==> src/design/assert_macros.svh <==
// Assertion macros used by the power mode controller's dpmc_ctrl module.
`ifndef ASSERT_MACROS_SVH
`define ASSERT_MACROS_SVH

// Expression holds at every clock edge outside reset.
`define ASSERT_ALWAYS(lbl, clk, rst, expr) \
  lbl: assert property (@(posedge clk) disable iff (rst) (expr)) \
    else $error("assertion failed");

// Antecedent at one edge implies consequent at the next edge.
`define ASSERT_NEXT(lbl, clk, rst, ante, cons) \
  lbl: assert property (@(posedge clk) disable iff (rst) (ante) |=> (cons)) \
    else $error("assertion failed");

`endif

==> src/design/dpmc_pkg.sv <==
// Types and constants of the device power mode controller.
`timescale 1ns / 1ps
package dpmc_pkg;

  localparam int unsigned DISC_W     = 18;
  localparam int unsigned ALERT_W    = 20;
  localparam int unsigned PCT_W      = 7;
  localparam int unsigned GUARD_W    = 16;
  localparam int unsigned CFG_IDX_W  = 3;
  localparam int unsigned CFG_DATA_W = 20;

  localparam int unsigned DISCONNECT_START_DEF = 2000;

  localparam logic [PCT_W-1:0]   ALERT_PCT_RST     = 7'd20;
  localparam logic [PCT_W-1:0]   SHUTDOWN_PCT_RST  = 7'd40;
  localparam logic [GUARD_W-1:0] GUARD_TICKS_RST   = 16'd300;
  localparam logic [DISC_W-1:0]  TIMEOUT_TICKS_RST = 18'd180000;
  localparam logic [ALERT_W-1:0] ALERT_PERIOD_RST  = 20'd600000;

  localparam logic [DISC_W-1:0] DISC_MAX = '1;

  // Plug status codes for charger and case
  localparam logic [1:0] PLUG_UNKNOWN      = 2'd0;
  localparam logic [1:0] PLUG_CONNECTED    = 2'd1;
  localparam logic [1:0] PLUG_DISCONNECTED = 2'd2;

  typedef enum logic [CFG_IDX_W-1:0] {
    REG_ALERT_PCT     = 3'd0,
    REG_SHUTDOWN_PCT  = 3'd1,
    REG_GUARD_TICKS   = 3'd2,
    REG_TIMEOUT_TICKS = 3'd3,
    REG_ALERT_PERIOD  = 3'd4
  } reg_idx_t;

  typedef struct packed {
    logic             err_data_processing;
    logic             err_accelerometer;
    logic             err_fpga_link;
    logic             err_logging;
    logic [1:0]       charger_plug;
    logic [1:0]       case_plug;
    logic             case_cover_open;
    logic [PCT_W-1:0] battery_pct;
    logic             power_button;
    logic             implant_linked;
    logic             mapping_linked;
    logic             led_burst_pending;
  } tick_t;

  typedef struct packed {
    logic       ble_off;
    logic       pmic_enable;
    logic       implant_enable;
    logic       system_off;
    logic       lid_closed_event;
    logic       low_batt_stim_trigger;
    logic [3:0] error_led_mask;
    logic       error_led_clear;
    logic       power_off_led_request;
    logic       pcm_mute_request;
  } result_t;

  typedef struct packed {
    logic [PCT_W-1:0]   alert_battery_pct;
    logic [PCT_W-1:0]   shutdown_battery_pct;
    logic [GUARD_W-1:0] button_guard_ticks;
    logic [DISC_W-1:0]  disconnect_timeout_ticks;
    logic [ALERT_W-1:0] alert_period_ticks;
  } cfg_t;

endpackage

==> src/design/dpmc_tick_if.sv <==
// Input tick channel: valid/ready with the tick payload.
`timescale 1ns / 1ps
interface dpmc_tick_if;
  logic            valid;
  logic            ready;
  dpmc_pkg::tick_t data;
  modport source(output valid, output data, input ready);
  modport sink(input valid, input data, output ready);
endinterface

==> src/design/dpmc_res_if.sv <==
// Result channel: valid/ready with the result payload.
`timescale 1ns / 1ps
interface dpmc_res_if;
  logic              valid;
  logic              ready;
  dpmc_pkg::result_t data;
  modport source(output valid, output data, input ready);
  modport sink(input valid, input data, output ready);
endinterface

==> src/design/dpmc_cfg_if.sv <==
// Configuration write channel: valid/ready with register index and data.
`timescale 1ns / 1ps
interface dpmc_cfg_if;
  logic                                valid;
  logic                                ready;
  logic [dpmc_pkg::CFG_IDX_W-1:0]      index;
  logic [dpmc_pkg::CFG_DATA_W-1:0]     wdata;
  modport source(output valid, output index, output wdata, input ready);
  modport sink(input valid, input index, input wdata, output ready);
endinterface

==> src/design/dpmc_cfg_regs.sv <==
// Configuration register file of the power mode controller.
`timescale 1ns / 1ps
module dpmc_cfg_regs (
  input  logic            clk,
  input  logic            rst,
  dpmc_cfg_if.sink        cfg,
  output dpmc_pkg::cfg_t  regs
);

  assign cfg.ready = 1'b1;

  always_ff @(posedge clk) begin
    if (rst) begin
      regs.alert_battery_pct        <= dpmc_pkg::ALERT_PCT_RST;
      regs.shutdown_battery_pct     <= dpmc_pkg::SHUTDOWN_PCT_RST;
      regs.button_guard_ticks       <= dpmc_pkg::GUARD_TICKS_RST;
      regs.disconnect_timeout_ticks <= dpmc_pkg::TIMEOUT_TICKS_RST;
      regs.alert_period_ticks       <= dpmc_pkg::ALERT_PERIOD_RST;
    end else if (cfg.valid) begin
      unique case (dpmc_pkg::reg_idx_t'(cfg.index))
        dpmc_pkg::REG_ALERT_PCT:
          regs.alert_battery_pct <= cfg.wdata[dpmc_pkg::PCT_W-1:0];
        dpmc_pkg::REG_SHUTDOWN_PCT:
          regs.shutdown_battery_pct <= cfg.wdata[dpmc_pkg::PCT_W-1:0];
        dpmc_pkg::REG_GUARD_TICKS:
          regs.button_guard_ticks <= cfg.wdata[dpmc_pkg::GUARD_W-1:0];
        dpmc_pkg::REG_TIMEOUT_TICKS:
          regs.disconnect_timeout_ticks <= cfg.wdata[dpmc_pkg::DISC_W-1:0];
        dpmc_pkg::REG_ALERT_PERIOD:
          regs.alert_period_ticks <= cfg.wdata[dpmc_pkg::ALERT_W-1:0];
        default: ;
      endcase
    end
  end

endmodule

==> src/design/dpmc_ctrl.sv <==
// Power mode state registers and the per-tick decision logic.
`timescale 1ns / 1ps
`include "assert_macros.svh"
module dpmc_ctrl #(
  parameter int unsigned DISCONNECT_START = dpmc_pkg::DISCONNECT_START_DEF
) (
  input  logic              clk,
  input  logic              rst,
  input  logic              fire,
  input  dpmc_pkg::tick_t   tick,
  input  dpmc_pkg::cfg_t    cfg,
  output dpmc_pkg::result_t res
);

  typedef struct packed {
    logic lid;
    logic soff;
    logic impl;
    logic pmic;
    logic ble;
  } flags_t;

  flags_t                          flags, flags_next;
  logic                            first_done, first_done_next;
  logic                            lid_seen, lid_seen_next;
  logic                            po_active, po_active_next;
  logic                            po_waited, po_waited_next;
  logic [dpmc_pkg::DISC_W-1:0]     disc, disc_next;
  logic [dpmc_pkg::ALERT_W-1:0]    alert_cd, alert_cd_next;
  logic [1:0]                      last_case, last_case_next;

  logic                            any_err;
  logic                            btn;
  logic                            very_low;
  logic                            trig;
  logic                            offled;
  logic                            mute;
  logic [dpmc_pkg::ALERT_W-1:0]    cd_load;

  assign any_err = tick.err_data_processing | tick.err_accelerometer |
                   tick.err_fpga_link | tick.err_logging;

  always_comb begin
    flags_next      = flags;
    first_done_next = first_done;
    lid_seen_next   = lid_seen;
    po_active_next  = po_active;
    po_waited_next  = po_waited;
    disc_next       = disc;
    alert_cd_next   = alert_cd;
    last_case_next  = last_case;
    trig            = 1'b0;
    offled          = 1'b0;
    mute            = 1'b0;
    btn             = 1'b0;
    very_low        = 1'b0;
    cd_load         = '0;

    if (!any_err) begin
      last_case_next = tick.case_plug;
      if (tick.charger_plug == dpmc_pkg::PLUG_CONNECTED) begin
        flags_next.ble  = 1'b1;
        flags_next.pmic = 1'b0;
        mute            = 1'b1;
        if (tick.case_plug == dpmc_pkg::PLUG_CONNECTED) begin
          if (tick.case_cover_open) begin
            lid_seen_next = 1'b0;
          end else if (!lid_seen) begin
            lid_seen_next  = 1'b1;
            flags_next.lid = 1'b1;
          end
        end
        first_done_next = 1'b0;
      end else if (tick.charger_plug == dpmc_pkg::PLUG_DISCONNECTED &&
                   last_case == tick.case_plug) begin
        flags_next.ble = 1'b0;
        if (!first_done) begin
          first_done_next = 1'b1;
        end else if (!tick.led_burst_pending) begin
          flags_next.impl = 1'b1;
          flags_next.pmic = 1'b1;
          btn = tick.power_button && !tick.mapping_linked &&
                !(disc < {2'b00, cfg.button_guard_ticks});
          very_low = tick.battery_pct < cfg.shutdown_battery_pct;
          if ((very_low || btn) && !po_active) begin
            offled          = 1'b1;
            flags_next.impl = 1'b0;
            po_waited_next  = 1'b0;
            po_active_next  = 1'b1;
          end
          if (po_active_next) begin
            if (po_waited_next) begin
              po_active_next  = 1'b0;
              disc_next       = '0;
              flags_next.pmic = 1'b0;
              flags_next.soff = 1'b1;
            end else if (!very_low && tick.implant_linked) begin
              po_active_next = 1'b0;
            end
            po_waited_next = 1'b1;
          end else begin
            if (tick.implant_linked && tick.battery_pct < cfg.alert_battery_pct) begin
              trig    = (alert_cd == '0);
              cd_load = trig ? cfg.alert_period_ticks : alert_cd;
              alert_cd_next = (cd_load == '0) ? '0 : cd_load - 1'b1;
            end else begin
              alert_cd_next = '0;
            end
            if (tick.implant_linked) begin
              disc_next = '0;
            end else if (disc != dpmc_pkg::DISC_MAX) begin
              disc_next = disc + 1'b1;
            end
            if (disc_next > cfg.disconnect_timeout_ticks) begin
              disc_next       = '0;
              offled          = 1'b1;
              flags_next.impl = 1'b0;
              po_waited_next  = 1'b0;
              po_active_next  = 1'b1;
            end
          end
        end
      end
    end
  end

  always_ff @(posedge clk) begin
    if (rst) begin
      flags      <= '0;
      first_done <= 1'b0;
      lid_seen   <= 1'b0;
      po_active  <= 1'b0;
      po_waited  <= 1'b0;
      disc       <= dpmc_pkg::DISC_W'(DISCONNECT_START);
      alert_cd   <= '0;
      last_case  <= dpmc_pkg::PLUG_UNKNOWN;
    end else if (fire) begin
      flags      <= flags_next;
      first_done <= first_done_next;
      lid_seen   <= lid_seen_next;
      po_active  <= po_active_next;
      po_waited  <= po_waited_next;
      disc       <= disc_next;
      alert_cd   <= alert_cd_next;
      last_case  <= last_case_next;
    end
  end

  always_comb begin
    res.ble_off               = flags_next.ble;
    res.pmic_enable           = flags_next.pmic;
    res.implant_enable        = flags_next.impl;
    res.system_off            = flags_next.soff;
    res.lid_closed_event      = flags_next.lid;
    res.low_batt_stim_trigger = trig;
    res.error_led_mask        = any_err ? {tick.err_fpga_link, tick.err_accelerometer,
                                           tick.err_data_processing, 1'b1} : 4'd0;
    res.error_led_clear       = !any_err;
    res.power_off_led_request = offled;
    res.pcm_mute_request      = mute;
  end

  // system off is never withdrawn once entered
  `ASSERT_NEXT(a_soff_sticky, clk, rst, flags.soff, flags.soff)
  // an error beat leaves the flags, disconnect count, last case status and power-off state untouched
  `ASSERT_NEXT(a_err_freeze, clk, rst, fire && any_err,
               $stable(flags) && $stable(disc) && $stable(last_case) && $stable(po_active))
  // radio off and rails on never coexist
  `ASSERT_ALWAYS(a_ble_pmic_excl, clk, rst, !(flags.ble && flags.pmic))

endmodule

==> src/design/device_power_mode_controller_top.sv <==
// Top level of the device power mode controller: input and result registers.
`timescale 1ns / 1ps
// One tick beat is accepted every clock cycle unless a result waiting on res.ready
// holds the input register full. Its result beat is offered from the result
// register after passing the input register: the tick is captured in an input
// register, the mode decision is made in one pass of logic against the controller
// state, and the outcome lands in a result register that also lets the next tick
// enter while a result waits to be taken. Configuration writes take effect on the
// next cycle and are expected only while no tick is in flight.
module device_power_mode_controller_top #(
  parameter int unsigned DISCONNECT_START = dpmc_pkg::DISCONNECT_START_DEF
) (
  input logic        clk,
  input logic        rst,
  dpmc_tick_if.sink  tick,
  dpmc_res_if.source res,
  dpmc_cfg_if.sink   cfg
);

  logic              s1_valid;
  dpmc_pkg::tick_t   s1_data;
  logic              s1_go;
  logic              out_valid;
  dpmc_pkg::result_t out_data;
  dpmc_pkg::result_t core_res;
  dpmc_pkg::cfg_t    cfg_regs;

  assign s1_go      = s1_valid && (!out_valid || res.ready);
  assign tick.ready = !s1_valid || s1_go;
  assign res.valid  = out_valid;
  assign res.data   = out_data;

  always_ff @(posedge clk) begin
    if (rst) begin
      s1_valid <= 1'b0;
    end else if (tick.ready) begin
      s1_valid <= tick.valid;
    end
  end

  always_ff @(posedge clk) begin
    if (tick.valid && tick.ready) begin
      s1_data <= tick.data;
    end
  end

  always_ff @(posedge clk) begin
    if (rst) begin
      out_valid <= 1'b0;
    end else if (s1_go) begin
      out_valid <= 1'b1;
    end else if (res.ready) begin
      out_valid <= 1'b0;
    end
  end

  always_ff @(posedge clk) begin
    if (s1_go) begin
      out_data <= core_res;
    end
  end

  dpmc_cfg_regs u_cfg (
    .clk  (clk),
    .rst  (rst),
    .cfg  (cfg),
    .regs (cfg_regs)
  );

  dpmc_ctrl #(
    .DISCONNECT_START (DISCONNECT_START)
  ) u_ctrl (
    .clk  (clk),
    .rst  (rst),
    .fire (s1_go),
    .tick (s1_data),
    .cfg  (cfg_regs),
    .res  (core_res)
  );

endmodule

==> src/flat_wrapper.sv <==
// flat-port wrapper written by rule: the top's interface ports become plain ports
module device_power_mode_controller_top_flat 
#(
  parameter int unsigned DISCONNECT_START = dpmc_pkg::DISCONNECT_START_DEF
)
  (clk, rst, tick_valid, tick_data, tick_ready, res_valid, res_data, res_ready, cfg_valid, cfg_index, cfg_wdata, cfg_ready);
  dpmc_tick_if tick_i ();
  dpmc_res_if res_i ();
  dpmc_cfg_if cfg_i ();
  input logic clk;
  input logic rst;
  input wire logic [$bits(tick_i.valid)-1:0] tick_valid;
  input wire logic [$bits(tick_i.data)-1:0] tick_data;
  output wire logic [$bits(tick_i.ready)-1:0] tick_ready;
  output wire logic [$bits(res_i.valid)-1:0] res_valid;
  output wire logic [$bits(res_i.data)-1:0] res_data;
  input wire logic [$bits(res_i.ready)-1:0] res_ready;
  input wire logic [$bits(cfg_i.valid)-1:0] cfg_valid;
  input wire logic [$bits(cfg_i.index)-1:0] cfg_index;
  input wire logic [$bits(cfg_i.wdata)-1:0] cfg_wdata;
  output wire logic [$bits(cfg_i.ready)-1:0] cfg_ready;
  assign tick_i.valid = tick_valid;
  assign tick_i.data = tick_data;
  assign tick_ready = tick_i.ready;
  assign res_valid = res_i.valid;
  assign res_data = res_i.data;
  assign res_i.ready = res_ready;
  assign cfg_i.valid = cfg_valid;
  assign cfg_i.index = cfg_index;
  assign cfg_i.wdata = cfg_wdata;
  assign cfg_ready = cfg_i.ready;
  device_power_mode_controller_top #(.DISCONNECT_START(DISCONNECT_START)) u_core (.clk(clk), .rst(rst), .tick(tick_i), .res(res_i), .cfg(cfg_i));
endmodule
==> config.mk <==
export PLATFORM = sky130hd
export DESIGN_NAME = device_power_mode_controller_top_flat
export DESIGN_NICKNAME = d
export VERILOG_FILES = /design/src/design/dpmc_pkg.sv /design/src/design/dpmc_tick_if.sv /design/src/design/dpmc_res_if.sv /design/src/design/dpmc_cfg_if.sv /design/src/design/dpmc_cfg_regs.sv /design/src/design/dpmc_ctrl.sv /design/src/design/device_power_mode_controller_top.sv /design/src/flat_wrapper.sv
export VERILOG_INCLUDE_DIRS = /design/src /design/src/design
export SDC_FILE = /design/constraint.sdc
export NUM_CORES = 1
export LEC_CHECK = 0
export ABC_CLOCK_PERIOD_IN_PS = 10900
export BUFFER_PORTS_ARGS = -buffer_cell sky130_fd_sc_hd__buf_2
export CAP_MARGIN = 20
export CORE_MARGIN = 10
export CORE_UTILIZATION = 65
export CTS_CLUSTER_SIZE = 28
export DETAILED_ROUTE_END_ITERATION = 10
export PLACE_DENSITY = 0.85
export SLEW_MARGIN = 20
export SYNTH_ARGS = -nofsm -noshare
export SYNTH_HDL_FRONTEND = slang
export SYNTH_HIERARCHICAL = 1
export SYNTH_SLANG_ARGS = --single-unit
==> constraint.sdc <==
create_clock -name clk -period 10.9 [get_ports clk]
set_clock_uncertainty 0.05 [all_clocks]
set_input_delay 2.18 -clock clk [delete_from_list [all_inputs] [get_ports clk]]
set_output_delay 2.18 -clock clk [all_outputs]
set_load 0.02 [all_outputs]
Word-level counts from Yosys, hierarchy flattened

Cells that the tools add are included.

Bits in registers: 152
Bits in latches: 0
Memory bits (writable): 0
ROM bits: 0
Input port bits: 48
Logic and storage cells: 163
Memories: 0

Add/sub/neg operators: 2
Multiply operators: 0
Divide/modulo/power cells: 0
$lt $le $gt $ge: 4
Eq/ne operators: 10
Shifts and indexed selects: 0
Mux-type cells: 59
Bitwise logic cells: 10
Reductions and logical operators: 36

Operator list:

| operator                                             | count |
|---|---|
| two-way mux 18 bit                                   | 11 |
| two-way mux 20 bit                                   | 3 |
| zero test 20 bit                                     | 2 |
| two-way mux 1 bit                                    | 39 |
| subtractor 20 x 1 -> 20 bit (second input constant)  | 1 |
| adder 18 x 1 -> 18 bit (second input constant)       | 1 |
| greater-than comparator 18 bit                       | 1 |
| < comparator 18 x 16 -> 1 bit                        | 1 |
| inequality test 18 bit (second input constant)       | 1 |
| < comparator 7 bit                                   | 2 |
| AND reduction 7 bit                                  | 2 |
| AND reduction 2 bit                                  | 6 |
| logical AND 1 bit                                    | 8 |
| zero test 1 bit                                      | 7 |
| NOT 1 bit                                            | 7 |
| OR reduction 7 bit                                   | 1 |
| equality test 3 x 2 -> 1 bit (second input constant) | 2 |
| two-way mux 3 bit                                    | 2 |
| AND reduction 6 bit                                  | 1 |
| two-way mux 5 bit                                    | 1 |
| OR reduction 5 bit                                   | 1 |
| equality test 2 x 1 -> 1 bit (second input constant) | 2 |
| two-way mux 2 bit                                    | 2 |
| two-way mux 4 bit                                    | 1 |
| 11 further kinds                                     | 16 |

Depth between registers and ports, before layout

Gate-level depths: netlist (run 1).

Word-level depth: 25
Mapped depth: 15

By module

Netlist (run 1), hierarchy kept.

Modules (own cells, without submodules):

| module                           | times used | cells an instance | area an instance (µm²) | seq. area each (µm²) |
|---|---|---|---|---|
| dpmc_ctrl                        | 1          | 598               | 4,468.0                | 980.9 |
| dpmc_cfg_regs                    | 1          | 268               | 2,783.9                | 1,361.3 |
| device_power_mode_controller_top | 1          | 43                | 1,094.8                | 1,031.0 |

Least setup slack after synthesis (run 1)

Ideal clock, no wire load.

Kind: input to output
Start point: input port res_ready
End point: output port tick_ready
Arrival time: 2.362 ns
Data required time: 8.670 ns
Setup slack: 6.308 ns
Stages on the path: 1
Path through: nand3b_4

Longest elaborated chain between the ends: 3

Ends and longest elaborated chain:

| what              | line                                   | RTL |
|---|---|---|
| start, declared   | flat_wrapper.sv:17                     | `input wire logic [$bits(res_i.ready)-1:0] res_ready;` |
| logical OR 1 bit  | device_power_mode_controller_top.sv:28 | `assign s1_go = s1_valid && (!out_valid \|\| res.ready);` |
| logical AND 1 bit | device_power_mode_controller_top.sv:28 |  |
| logical OR 1 bit  | device_power_mode_controller_top.sv:29 | `assign tick.ready = !s1_valid \|\| s1_go;` |
| end, declared     | flat_wrapper.sv:14                     | `output wire logic [$bits(tick_i.ready)-1:0] tick_ready;` |

Every way passes these cells.

Final worst setup path (run 1)

Ends and elaborated chain as after synthesis.

==> results.txt, run 1 <==
The run finished with clean final reports. Yosys printed 6 warnings. The run gives 0 as the max-cap violation count. The predominant post-synthesis flop cell is sky130_fd_sc_hd__dfxtp_1.

The detail route stage leaves a number of antenna-violating nets equal to 0. The total nets after synthesis was 1005; the count of buffers inserted at the top-level ports was 62. For the count of pins over their slew limit, the log shows 0. For this design the top-level I/O count stands at 64. The final period demand of the worst path was 4.84 ns; the share of final-layout standard cells stronger than drive strength 1 was 0.123. The share of synthesized registers carrying an async set or reset came out at 0.

The run gives 0.917 as the routability-driven placement congestion ratio. Compared with the post-synthesis result, the final layout area differs by 10.5%. Once layout is done, the placed cells without fillers occupy 9230 um^2. The post-synthesis instance total is 909. The most instantiated library cell after synthesis was sky130_fd_sc_hd__dfxtp_1.

The headroom to the max-slew limit was 0.323. In this design, the critical path's most frequently occurring cell is sky130_fd_sc_hd__buf_2. The detailed router finished its first iteration with 641 violations. The power density of the placed cells is 136 nW/um^2. CTS saw 152 sinks. Traced cell by cell, the critical path runs through buf_2 > nand3b_4 > buf_2. Across the VDD grid, the largest voltage drop is 0.124 mV.

The H-tree depth was 4. The die covers 17800 um^2. Once the clock tree was built, the resizer swapped 0 gates to a different size. The total congestion overflow was 0. After synthesis, the cell types taking the most area are sky130_fd_sc_hd__dfxtp_1 (29%), sky130_fd_sc_hd__edfxtp_1 (12%), sky130_fd_sc_hd__mux2i_1 (8.6%). The final routed wire length divided by cell count came out at 17.9 um. The worst setup path is launched from a primary input. The number of enable flip-flop cells after synthesis was 33; the vias after detailed routing was 6877. Number of synthesized register bits: 152. The average instance in the mapped netlist occupies 9.18 um^2. The period utilization is 0.444. The floorplan die width came out at 133 um. The sequential element share of the synthesized area is 0.404. By count the netlist is led by sky130_fd_sc_hd__dfxtp_1 (119), sky130_fd_sc_hd__nor2_1 (91), sky130_fd_sc_hd__mux2i_1 (72). In this run the worst hold path is classified as flip-flop to flip-flop. Counting the fill cells in the layout gives 964. Total wire length after detailed routing: 20200 um.

The floorplan step set the die height to 133 um. Entering global routing, the biggest net connects 105 pins. The CTS clock-pin slew for the worst setup and hold paths came out at 0.06 ns. The sort of element at the end of the critical path was an output pin. The biggest area contributor in the post-synthesis netlist is sky130_fd_sc_hd__dfxtp_1.

Setup violations remaining at the end of the flow were counted as 0. Based on the critical path, the design can be clocked at up to 0.207 GHz. In the routed design, unresolved DRC markers number 0. The half-perimeter wire length after detailed placement was 14200 um; the detail-routed via count per cell was 6.10. Counting distinct cell types in the post-synthesis netlist gives 78. The number of antenna cells inserted came out at 0.

The total area inside the core boundary comes to 12600 um^2. For the total routing resource utilization after global routing, the log shows 0.230. The first detailed-routing pass ran for 5 iterations. Area share of the largest cell type after synthesis: 0.285. Number of global-route vias before repair: 6631. The classification of the worst setup path was primary input to output pin. Setup repair after global routing left no endpoint under its margin.

The row count was 41. For the worst setup path, the data arrival time is 2.61 ns. For the number of antenna violations at the first check in global routing, the log shows 0. The first global-routing pass estimated 33400 um of wire.

Final hold violation count: 0. Data on the critical path is required at its endpoint by 8.67 ns. TritonCTS created 17 clock buffers. Setup total negative slack on the finished layout was measured at 0 ns.

Buffers added to address setup during post-CTS repair amount to 0. Setup slack on the worst reg-to-reg path comes out at 6.50 ns. At the pin with the least slew margin, the transition time is 1.02 ns. The largest buffer count on any clock path was 2; the maximum single-stage delay on the critical path was 0.17 ns.

The tools report the area of placed instances as 8650 um^2. The total standard cell area after synthesis is 8350 um^2. The root buffer cell was sky130_fd_sc_hd__clkbuf_16. After the last flow step, the layout net total stands at 1040. For this design the static power due to leakage is 4.02 nW. The logs give 0.661 for the initial core utilization and 0 for the number of buffers inserted for hold repair after clock tree synthesis. TritonCTS built the clock tree. Top fanout value on the critical path: 3. The slowest stage of the critical path is the sky130_fd_sc_hd__buf_2 cell.

The later pin in the worst-skew pair is clocked with a latency of 0.43 ns.
==> final timing paths <==
| path | end | start | depth (start not counted) |
|---|---|---|---|
| max | tick_ready | res_ready | 3 |
| min reg2reg | u_core/res.data[5]$_DFFE_PP_ | u_core/s1_data[18]$_DFFE_PP_ | 0 |
| min | u_core/res.data[5]$_DFFE_PP_ | u_core/s1_data[18]$_DFFE_PP_ | 0 |
| max reg2reg | u_core/u_ctrl/disc[17]$_SDFFE_PP0P_ | u_core/u_ctrl/disc[4]$_SDFFE_PP1P_ | 14 |
==> report_power, final <==
part	switching [W]	leakage (nW)	internal, W
registers	0.00000949	1.28	0.000588
logic	0.0000530	2.45	0.0000342
clock network	0.000231	0.285	0.000339
==> area by class of cell <==
type | count | area [um^2] | area share
Sequential cell | 152 | 3370 | 0.366
Timing Repair Buffer | 66 | 343 | 0.0372
Multi-Input combinational cell | 653 | 4520 | 0.490
Inverter | 54 | 203 | 0.0220
Clock buffer | 21 | 482 | 0.0522
Clock inverter | 10 | 91.3 | 0.00990
Tap cell | 172 | 215 | 0.0233
==> state kept, by name, summed over array words and instances, names as in the netlist <==
| name | count |
|---|---|
| u_core/res.data | 13 |
| u_core/res.valid | 1 |
| u_core/u_ctrl/first_done | 1 |
| u_core/u_ctrl/lid_seen | 1 |
| u_core/u_ctrl/po_waited | 1 |
| u_core/u_ctrl/last_case | 2 |
| u_core/u_ctrl/alert_cd | 20 |
| u_core/s1_data | 20 |
| u_core/s1_valid | 1 |
| u_core/u_ctrl/disc | 18 |
| u_core/u_ctrl/flags | 5 |
| u_core/u_ctrl/po_active | 1 |
| u_core/u_cfg/regs | 68 |
==> worst max-delay path: cells and delay by family <==
| family | cells | cell delay (ns) |
|---|---|---|
| and+or+nand+nor | 1 | 0.15 |
| buffers and inverters | 2 | 0.27 |
==> metrics by stage <==
| stage | setup WS [ns] | cells | util | power, W | hold WS [ns] |
|---|---|---|---|---|---|
| 2_1_floorplan | 6.31 | 909 | - | 0.000666 | 0.379 |
| 3_3_place_gp | 6.07 | 1097 | 0.686 | 0.000692 | 0.389 |
| 3_5_place_dp | 6.06 | 1097 | 0.686 | 0.000695 | 0.390 |
| 4_1_cts | 6.06 | 1128 | 0.731 | 0.00126 | 0.404 |
| 5_1_grt | 6.05 | 1128 | 0.731 | 0.00129 | 0.425 |
| 6_report | 6.06 | 1128 | 0.731 | 0.00125 | 0.407 |
==> cell families (layout without fill, tap and decap cells) <==
| kind of cell | count (synthesis) | in the layout | share of synthesized area |
|---|---|---|---|
| AOI/OAI and AO/OA | 180 | 180 | 0.142 |
| xor gates and xnor gates | 15 | 15 | 0.0157 |
| adders and majority gates | 48 | 48 | 0.0720 |
| buffers and inverters | 104 | 151 | 0.0546 |
| DFF | 152 | 152 | 0.404 |
| muxes | 72 | 72 | 0.0863 |
| other | 1 | 1 | 0.000449 |
| and+or+nand+nor | 337 | 337 | 0.224 |
==> layer usage <==
metal  vias to the layer above  GRT usage  share of wire  wire, um
met5                         -          0              0         0
met4                         0     0.0683          0.017       353
met3                        35     0.0598          0.070      1420
met2                       255      0.382           0.48      9710
met1                      3249      0.287           0.43      8710
li1                       3338          -              -         -
==> layout by cell type, fill, tap and decap left out, types with 36 or more instances in the layout <==
cell type                    n
sky130_fd_sc_hd__mux2i_1    72
sky130_fd_sc_hd__nand2_1    36
sky130_fd_sc_hd__a21oi_1    56
sky130_fd_sc_hd__inv_1      53
sky130_fd_sc_hd__buf_2      61
sky130_fd_sc_hd__o21ai_0    36
sky130_fd_sc_hd__dfxtp_1   119
sky130_fd_sc_hd__nand2b_1   71
sky130_fd_sc_hd__nor2_1     91
sky130_fd_sc_hd__ha_1       48
Note: power is estimated with default switching activity, not from simulation.
==> run 2: changes to the inputs <==
--- a/config.mk
+++ b/config.mk
@@ -6,14 +6,14 @@
 export SDC_FILE = /design/constraint.sdc
 export NUM_CORES = 1
 export LEC_CHECK = 0
-export ABC_CLOCK_PERIOD_IN_PS = 10900
+export ABC_CLOCK_PERIOD_IN_PS = 4300
 export BUFFER_PORTS_ARGS = -buffer_cell sky130_fd_sc_hd__buf_2
 export CAP_MARGIN = 20
 export CORE_MARGIN = 10
-export CORE_UTILIZATION = 65
+export CORE_UTILIZATION = 55
 export CTS_CLUSTER_SIZE = 28
 export DETAILED_ROUTE_END_ITERATION = 10
-export PLACE_DENSITY = 0.85
+export PLACE_DENSITY = 0.77
 export SLEW_MARGIN = 20
 export SYNTH_ARGS = -nofsm -noshare
 export SYNTH_HDL_FRONTEND = slang
==> constraint.sdc (replaced) <==
create_clock -name clk -period 4.3 [get_ports clk]
set_clock_uncertainty 0.05 [all_clocks]
set_input_delay 0.86 -clock clk [delete_from_list [all_inputs] [get_ports clk]]
set_output_delay 0.86 -clock clk [all_outputs]
set_load 0.02 [all_outputs]
==> run 2 against run 1 <==
Effect of this change:
- register-to-register slack worse by 6.2 ns
- first-iteration DRC count down 9.7%
- combinational power rose to 2.5 times the previous value
- global-route usage down 3.4 points
- utilization down 10 points
- via count down 1.6%
- routed wire length down 0.32%
- sequential cell count unchanged
- hold slack better by 0.00074 ns
- largest cell class unchanged
==> results.txt, run 2 (same netlist as run 1, synthesis figures left out) <==
The tools report the number of antenna cells inserted as 0 (unchanged). For the number of post-CTS setup repair buffers, the log shows 0 (unchanged). The run gives 6180 (-6.8%) as the number of global-route vias before repair. The slowest stage of the critical path belongs to the cell sky130_fd_sc_hd__and3_1. The die boundary height is 143 um (+7.4%).

The run gives 0 (unchanged) as the number of buffers inserted for hold repair after clock tree synthesis. The logs give 0.296 mV (+140%) for the peak ir drop on the vdd network and 0 (unchanged) for the count of pins over their slew limit. The static leakage is 4.01 nW (about the same), and the fill cell total of the finished layout is 1223 (+27%). The area of the core region is 14700 um^2 (+16%). TritonCTS built the clock tree. The net total in the final layout came out at 1043 (+0.29%). STA classifies the critical path startpoint as a flip-flop.

The H-tree depth came out at 4 (unchanged). STA classifies the critical path endpoint as a flip-flop. For the post-route cell area, the log shows 9260 um^2 (+0.35%). The clock period could shrink to 3.98 ns. The final routed wire length divided by cell count was 17.6 um (-1.7%). The period utilization is 0.925, and the total routing resource utilization after global routing is 0.196 (-0.0341). The share of final-layout standard cells stronger than drive strength 1 works out to 0.129 (+0.00574).

The detail-routed via count per cell came out at 5.91 (-3.0%). Number of antenna violations at the first check in global routing: 0 (unchanged). The required time reported for the critical path endpoint is 4.63 ns (-4.04 ns), and the total wire length after detailed routing is 20100 um (-0.32%).

The flow ran to the end, and the final reports show no timing, DRC or antenna violations. The first-pass detailed-route iteration total came out at 5 (unchanged). The initial core utilization was 0.568 (-0.0936). Leaving out fill and tap cells, the most frequent cells in the layout are sky130_fd_sc_hd__dfxtp_1 (119), sky130_fd_sc_hd__nor2_1 (91), sky130_fd_sc_hd__mux2i_1 (72).

The worst-skew pair later-pin latency came out at 0.44 ns (about the same). Setup repair after global routing left no endpoint under its margin. The final hold violation count came out at 0 (unchanged).

The min-delay analysis places its worst path in the category flip-flop to flip-flop. The root buffer cell is sky130_fd_sc_hd__clkbuf_16. The tools report the area of placed instances as 8690 um^2 (+0.43%).

In the final layout, the registers with the most flip-flops are u_core/u_cfg/regs: 68 flops, u_core/s1_data: 20 flops, u_core/u_ctrl/alert_cd: 20 flops. By startpoint and endpoint, the worst setup path is classified as flip-flop to flip-flop. The maximum single-stage delay on the critical path came out at 0.50 ns (+0.33 ns). The worst path buffer plus inverter count is 1 (-1), and the total congestion overflow is 0 (unchanged).

Routability-driven placement congestion ratio: 0.923 (+0.60%). Top fanout value on the critical path: 9 (+6). The critical path goes through nand4_1 > nor4_1 > buf_4 > a21oi_1 > nand2_1 > xor2_1 > nor2_1 > ha_1 > nand4_1 > o21bai_1 > a21oi_1 > o41a_1 > o21ai_1 > and3_1 > a22o_1. The count of buffers inserted at the top-level ports was 62 (unchanged); the arrival time at the worst endpoint was 4.31 ns (+1.70 ns).

The vias after detailed routing was 6765 (-1.6%); the post-cts gate resize count was 0 (unchanged). The half-perimeter wire length after detailed placement is 14600 um (+2.4%), and the row count is 44 (+7.3%). The flip-flop count of the largest register, all copies and words added is 68 (unchanged). The area of the multi-input gates came out at 4520 um^2 (+0.14%). The area growth from synthesis to layout is 10.9%. DRC marker count from the first detailed-route iteration: 579 (-9.7%).

For the headroom to the max-slew limit, the log shows 0.297 (-0.0254). The tools report the number of buffers created by CTS as 17 (unchanged). CTS clock-pin slew for the worst setup and hold paths: 0.07 ns (about the same).

The floorplan die width was 143 um (+7.4%). For the max-cap violation count, the log shows 0 (unchanged). The run gives 20500 um^2 (+15%) as the die outline area.

The number of ports placed on the die boundary is 64 (unchanged). Derived from the worst setup path, the maximum achievable clock frequency is 0.251 GHz. The run gives 0 ns (unchanged) as the summed negative setup slack over all endpoints. Family with the most delay on the worst path: simple AND/OR/NAND/NOR gates. The logs give 152 (unchanged) for the sink count of the clock tree and 32000 um (-4.3%) for the global-route wire length before repair.

The number of endpoints failing setup at the final stage was 0 (unchanged); the pin count of the biggest net entering global routing was 68 (-35%). The largest buffer count on any clock path is 2 (unchanged), and the post-detailed-route count of antenna-violating nets is 0 (unchanged). The sequential standard cell area is 3370 um^2 (unchanged), and the transition time at the pin with the least slew margin is 1.05 ns (+0.0381 ns).

The power density of the placed cells is 341 nW/um^2 (+150%). Ranked by flip-flop count, first place goes to u_core/u_cfg/regs. The tools report the number of design rule violations left after detail routing as 0 (unchanged).

Leaving out fill and tap cells, the most frequent cell in the layout is sky130_fd_sc_hd__dfxtp_1.
-- run 2: changes by cell type in the layout (fill, tap and decap cells not counted), moves of 2 or more --
| cell | change |
|---|---|
| sky130_fd_sc_hd__buf_4 | +3 |
| sky130_fd_sc_hd__clkbuf_8 | -2 |
| sky130_fd_sc_hd__clkinv_2 | -2 |
| sky130_fd_sc_hd__clkinv_4 | +2 |
| sky130_fd_sc_hd__clkinvlp_4 | +2 |
| sky130_fd_sc_hd__inv_4 | -2 |
| sky130_fd_sc_hd__inv_6 | +3 |
| sky130_fd_sc_hd__inv_8 | +2 |
-- run 2: final timing paths --
kind         cells past startpoint                               start  slack (ns)                                  end
max                             15  u_core/u_ctrl/disc[3]$_SDFFE_PP0P_        0.32  u_core/u_ctrl/disc[12]$_SDFFE_PP0P_
min                              0        u_core/s1_data[17]$_DFFE_PP_        0.41         u_core/res.data[6]$_DFFE_PP_
max reg2reg                     15  u_core/u_ctrl/disc[3]$_SDFFE_PP0P_        0.32  u_core/u_ctrl/disc[12]$_SDFFE_PP0P_
min reg2reg                      0        u_core/s1_data[17]$_DFFE_PP_        0.41         u_core/res.data[6]$_DFFE_PP_
-- run 2: worst register-to-register path: stages, from the launching register on --
cell                       delay, ns
sky130_fd_sc_hd__dfxtp_1        0.47
sky130_fd_sc_hd__nand4_1        0.20
sky130_fd_sc_hd__nor4_1         0.39
sky130_fd_sc_hd__buf_4          0.19
sky130_fd_sc_hd__a21oi_1        0.18
sky130_fd_sc_hd__nand2_1        0.14
sky130_fd_sc_hd__xor2_1         0.15
sky130_fd_sc_hd__nor2_1         0.09
sky130_fd_sc_hd__ha_1           0.36
sky130_fd_sc_hd__nand4_1        0.11
sky130_fd_sc_hd__o21bai_1       0.11
sky130_fd_sc_hd__a21oi_1        0.09
sky130_fd_sc_hd__o41a_1         0.36
sky130_fd_sc_hd__o21ai_1        0.33
sky130_fd_sc_hd__and3_1         0.50
sky130_fd_sc_hd__a22o_1         0.19
-- run 2: per-stage QoR --
step                       util  instances  setup WS (ns)  hold slack (ns)  power [W]
after floorplan               -        909          0.565            0.379    0.00169
after global placement    0.591       1112          0.465            0.387    0.00176
after detailed placement  0.591       1112          0.394            0.392    0.00176
after CTS                 0.629       1144          0.371            0.408    0.00317
after global routing      0.630       1144        0.00925            0.412    0.00326
final                     0.630       1144          0.321            0.408    0.00315
-- run 2: power by group --
| part | switching [W] | total, W | internal, W |
|---|---|---|---|
| sequential | 0.0000229 | 0.00151 | 0.00149 |
| combinational | 0.000134 | 0.000221 | 0.0000867 |
| clock | 0.000662 | 0.00142 | 0.000758 |
-- run 2: routing by layer --
metal | routed length, um | global-route usage | vias to the layer above
li1 | - | - | 3334
met1 | 9480 | 0.264 | 3223
met2 | 9310 | 0.311 | 189
met3 | 1110 | 0.0388 | 19
met4 | 224 | 0.0548 | 0
met5 | 0 | 0 | -
-- run 2: area by class of cell --
cell class	instances	share of cell area
multi-input combinational	653	0.489
clock buffer	17	0.0460
timing repair buffer	69	0.0395
tap	184	0.0249
inverter	54	0.0219
sequential	152	0.364
clock inverter	15	0.0147
==> run 3: changes to the inputs <==
--- a/config.mk
+++ b/config.mk
@@ -9,7 +9,6 @@
 export ABC_CLOCK_PERIOD_IN_PS = 4300
 export BUFFER_PORTS_ARGS = -buffer_cell sky130_fd_sc_hd__buf_2
 export CAP_MARGIN = 20
-export CORE_MARGIN = 10
 export CORE_UTILIZATION = 55
 export CTS_CLUSTER_SIZE = 28
 export DETAILED_ROUTE_END_ITERATION = 10
==> run 3 against run 2 <==
Effect of this change:
- routed wire length is 1.3% lower
- largest power group unchanged
- fmax is 0.41% lower
- cell area is 0.26% higher
- worst setup slack worse by 0.016 ns
- register-to-register slack worse by 0.02 ns
- clock power is 4% higher
- utilization is 0.40 points higher
- non-clock buffer count is 1 higher
- power is 1.7% higher
- critical endpoint is now u_core/res.data[1]$_DFFE_PP_
- final cell count hardly changed
==> results.txt, run 3 (same netlist as run 1, synthesis figures left out) <==
The flow ran to the end, and the final reports show no timing, DRC or antenna violations. The post-cts gate resize count was 0 (unchanged). TritonCTS built the clock tree. The peak ir drop on the vdd network is 0.293 mV (-1.3%).

The flip-flop count of the largest register, all copies and words added was 68 (unchanged); the synthesis-to-layout area growth was 11.2%. The number of design rule violations left after detail routing was 0 (unchanged); the largest buffer count on any clock path was 2 (unchanged). The DRC marker count from the first detailed-route iteration was 503 (-13%). The share of final-layout standard cells stronger than drive strength 1 is 0.129 (-0.000134), and the total wire length after detailed routing is 19900 um (-1.3%). Setup repair after global routing left no endpoint under its margin. The final period demand of the worst path works out to 4.00 ns (+0.0164 ns).

The worst hold path class is flip-flop to flip-flop. The net total in the final layout was 1044 (+0.096%). The register bank with the most flops is u_core/u_cfg/regs. The pin count of the biggest net entering global routing is 94 (+38%), and the top fanout value on the critical path is 8 (-1). The number of post-CTS setup repair buffers is 0 (unchanged). The most frequent standard cell in the layout excluding fill and tap cells is sky130_fd_sc_hd__dfxtp_1. Number of antenna cells inserted: 0 (unchanged).

For the number of ports placed on the die boundary, the log shows 64 (unchanged). The area of the core region was 14600 um^2 (-0.37%). The worst-skew pair later-pin latency is 0.42 ns (-0.02 ns), and the number of buffers inserted for hold repair after clock tree synthesis is 0 (unchanged). The logs give 1268 (+3.7%) for the fill cell total of the finished layout and 17 (unchanged) for the number of buffers created by CTS.

The critical path in this run is classified as flip-flop to flip-flop. For this design, the slowest cell found on the critical path is sky130_fd_sc_hd__dfxtp_1. Die boundary height: 125 um (-13%). The count of pins over their slew limit is 0 (unchanged), and the sink count of the clock tree is 152 (unchanged).

The count of buffers inserted at the top-level ports came out at 62 (unchanged). The floorplan die width was 125 um (-13%); the die outline area was 15700 um^2 (-24%). Final routed wire length divided by cell count: 17.3 um (-1.4%). Number of global-route vias before repair: 6363 (+3.0%).

The power consumption was 0.00321 W (+1.7%); the final design utilization was 0.634 (+0.00399). The detail-routed via count per cell was 5.91 (-0.12%). The final hold violation count is 0 (unchanged). The largest registers in the layout are u_core/u_cfg/regs: 68 flops, u_core/s1_data: 20 flops, u_core/u_ctrl/alert_cd: 20 flops.

The summed negative setup slack over all endpoints was 0 ns (unchanged); the transition time at the pin with the least slew margin was 1.10 ns (+0.0447 ns). The top cell types in the final layout, fill and taps aside, are sky130_fd_sc_hd__dfxtp_1 (119), sky130_fd_sc_hd__nor2_1 (91), sky130_fd_sc_hd__mux2i_1 (72). In this run the clock root is driven by a sky130_fd_sc_hd__clkbuf_16. Type of element launching the critical path: a flip-flop.

The run gives 8700 um^2 (about the same) as the area of placed instances. For the first-pass detailed-route iteration total, the log shows 7 (+2). The run gives 0.261 (+0.0656) as the total routing resource utilization after global routing. The row count came out at 44 (unchanged). The half-perimeter wire length after detailed placement was 14100 um (-3.1%).

Post-route cell area: 9280 um^2 (+0.26%). The initial core utilization is 0.570 (+0.00213), and the total congestion overflow is 0 (unchanged). Sort of element at the end of the critical path: a flip-flop. The logs give 0 (unchanged) for the number of antenna violations at the first check in global routing and 4.41 ns (-0.22 ns) for the required time reported for the critical path endpoint. The CTS clock-pin slew for the worst setup and hold paths is 0.07 ns (about the same), and the routability-driven placement congestion ratio is 0.914 (-0.95%). The period utilization is 0.929 (+0.00380), and the timing-limited maximum frequency is 0.250 GHz (-0.41%). Static leakage: 4.03 nW (+0.36%).

Arrival time at the worst endpoint: 4.11 ns (-0.20 ns). The power density of the placed cells is 346 nW/um^2 (+1.4%), and the max-cap violation count is 0 (unchanged). The maximum single-stage delay on the critical path is 0.46 ns (-0.04 ns). Post-detailed-route count of antenna-violating nets: 0 (unchanged). The vias after detailed routing came out at 6763 (-0.030%). The H-tree depth is 4 (unchanged).

Headroom to the max-slew limit: 0.268 (-0.0298). The signal on the critical path passes through nand4_1 > nor4_1 > buf_4 > a41o_1 > nor2_1 > xnor2_1 > nor2_1 > ha_1 > a21o_1 > a21oi_1 > nor2b_1 > o41a_1 > o21ai_1 > nor2b_1 > nor3_1. The number of endpoints failing setup at the final stage came out at 0 (unchanged). The post-route worst hold slack was 0.403 ns (-0.00548 ns). Global-route wire length before repair: 32300 um (+0.95%).
run 3: per-layer routing:
layer	vias to the layer above	global-route usage	part of all wire
li1	3338	-	-
met1	3215	0.344	0.47
met2	188	0.429	0.47
met3	22	0.0501	0.044
met4	0	0.0933	0.019
met5	-	0	0
run 3: path summary, 6_finish.rpt:
kind	start	to	slack, ns	cells after the start
max	u_core/u_ctrl/disc[4]$_SDFFE_PP1P_	u_core/res.data[1]$_DFFE_PP_	0.30	15
min	u_core/s1_data[19]$_DFFE_PP_	u_core/res.data[4]$_DFFE_PP_	0.40	0
max reg2reg	u_core/u_ctrl/disc[4]$_SDFFE_PP1P_	u_core/res.data[1]$_DFFE_PP_	0.30	15
min reg2reg	u_core/s1_data[19]$_DFFE_PP_	u_core/res.data[4]$_DFFE_PP_	0.40	0
run 3: report_power, final:
part | internal (W) | total, W | leakage [nW] | switching [W]
logic | 0.0000870 | 0.000223 | 2.47 | 0.000136
clock network | 0.000853 | 0.00147 | 0.279 | 0.000617
registers | 0.00149 | 0.00151 | 1.28 | 0.0000236
total | 0.00243 | 0.00321 | 4.03 | 0.000777
run 3: final cells by class:
| type | instances | area, um^2 | share of cell area |
|---|---|---|---|
| Sequential cell | 152 | 3370 | 0.363 |
| Tap cell | 184 | 230 | 0.0248 |
| Timing Repair Buffer | 70 | 373 | 0.0402 |
| Multi-Input combinational cell | 653 | 4520 | 0.487 |
| Inverter | 54 | 203 | 0.0218 |
| Clock inverter | 12 | 115 | 0.0124 |
| Clock buffer | 20 | 468 | 0.0504 |
run 3: worst max-delay path, delay by kind of cell, from the launching register on:
kind	cells	cell delay (ns)
compound gates	5	1.36
simple gates	7	1.28
flops	1	0.46
fa+ha+maj	1	0.28
buf+inv	1	0.18
xor+xnor	1	0.13
run 3: per-stage QoR:
step	std cells	setup WS, ns
5_1_grt	1145	0.0456
2_1_floorplan	909	0.565
6_report	1145	0.305
3_5_place_dp	1113	0.389
4_1_cts	1145	0.338
3_3_place_gp	1113	0.465
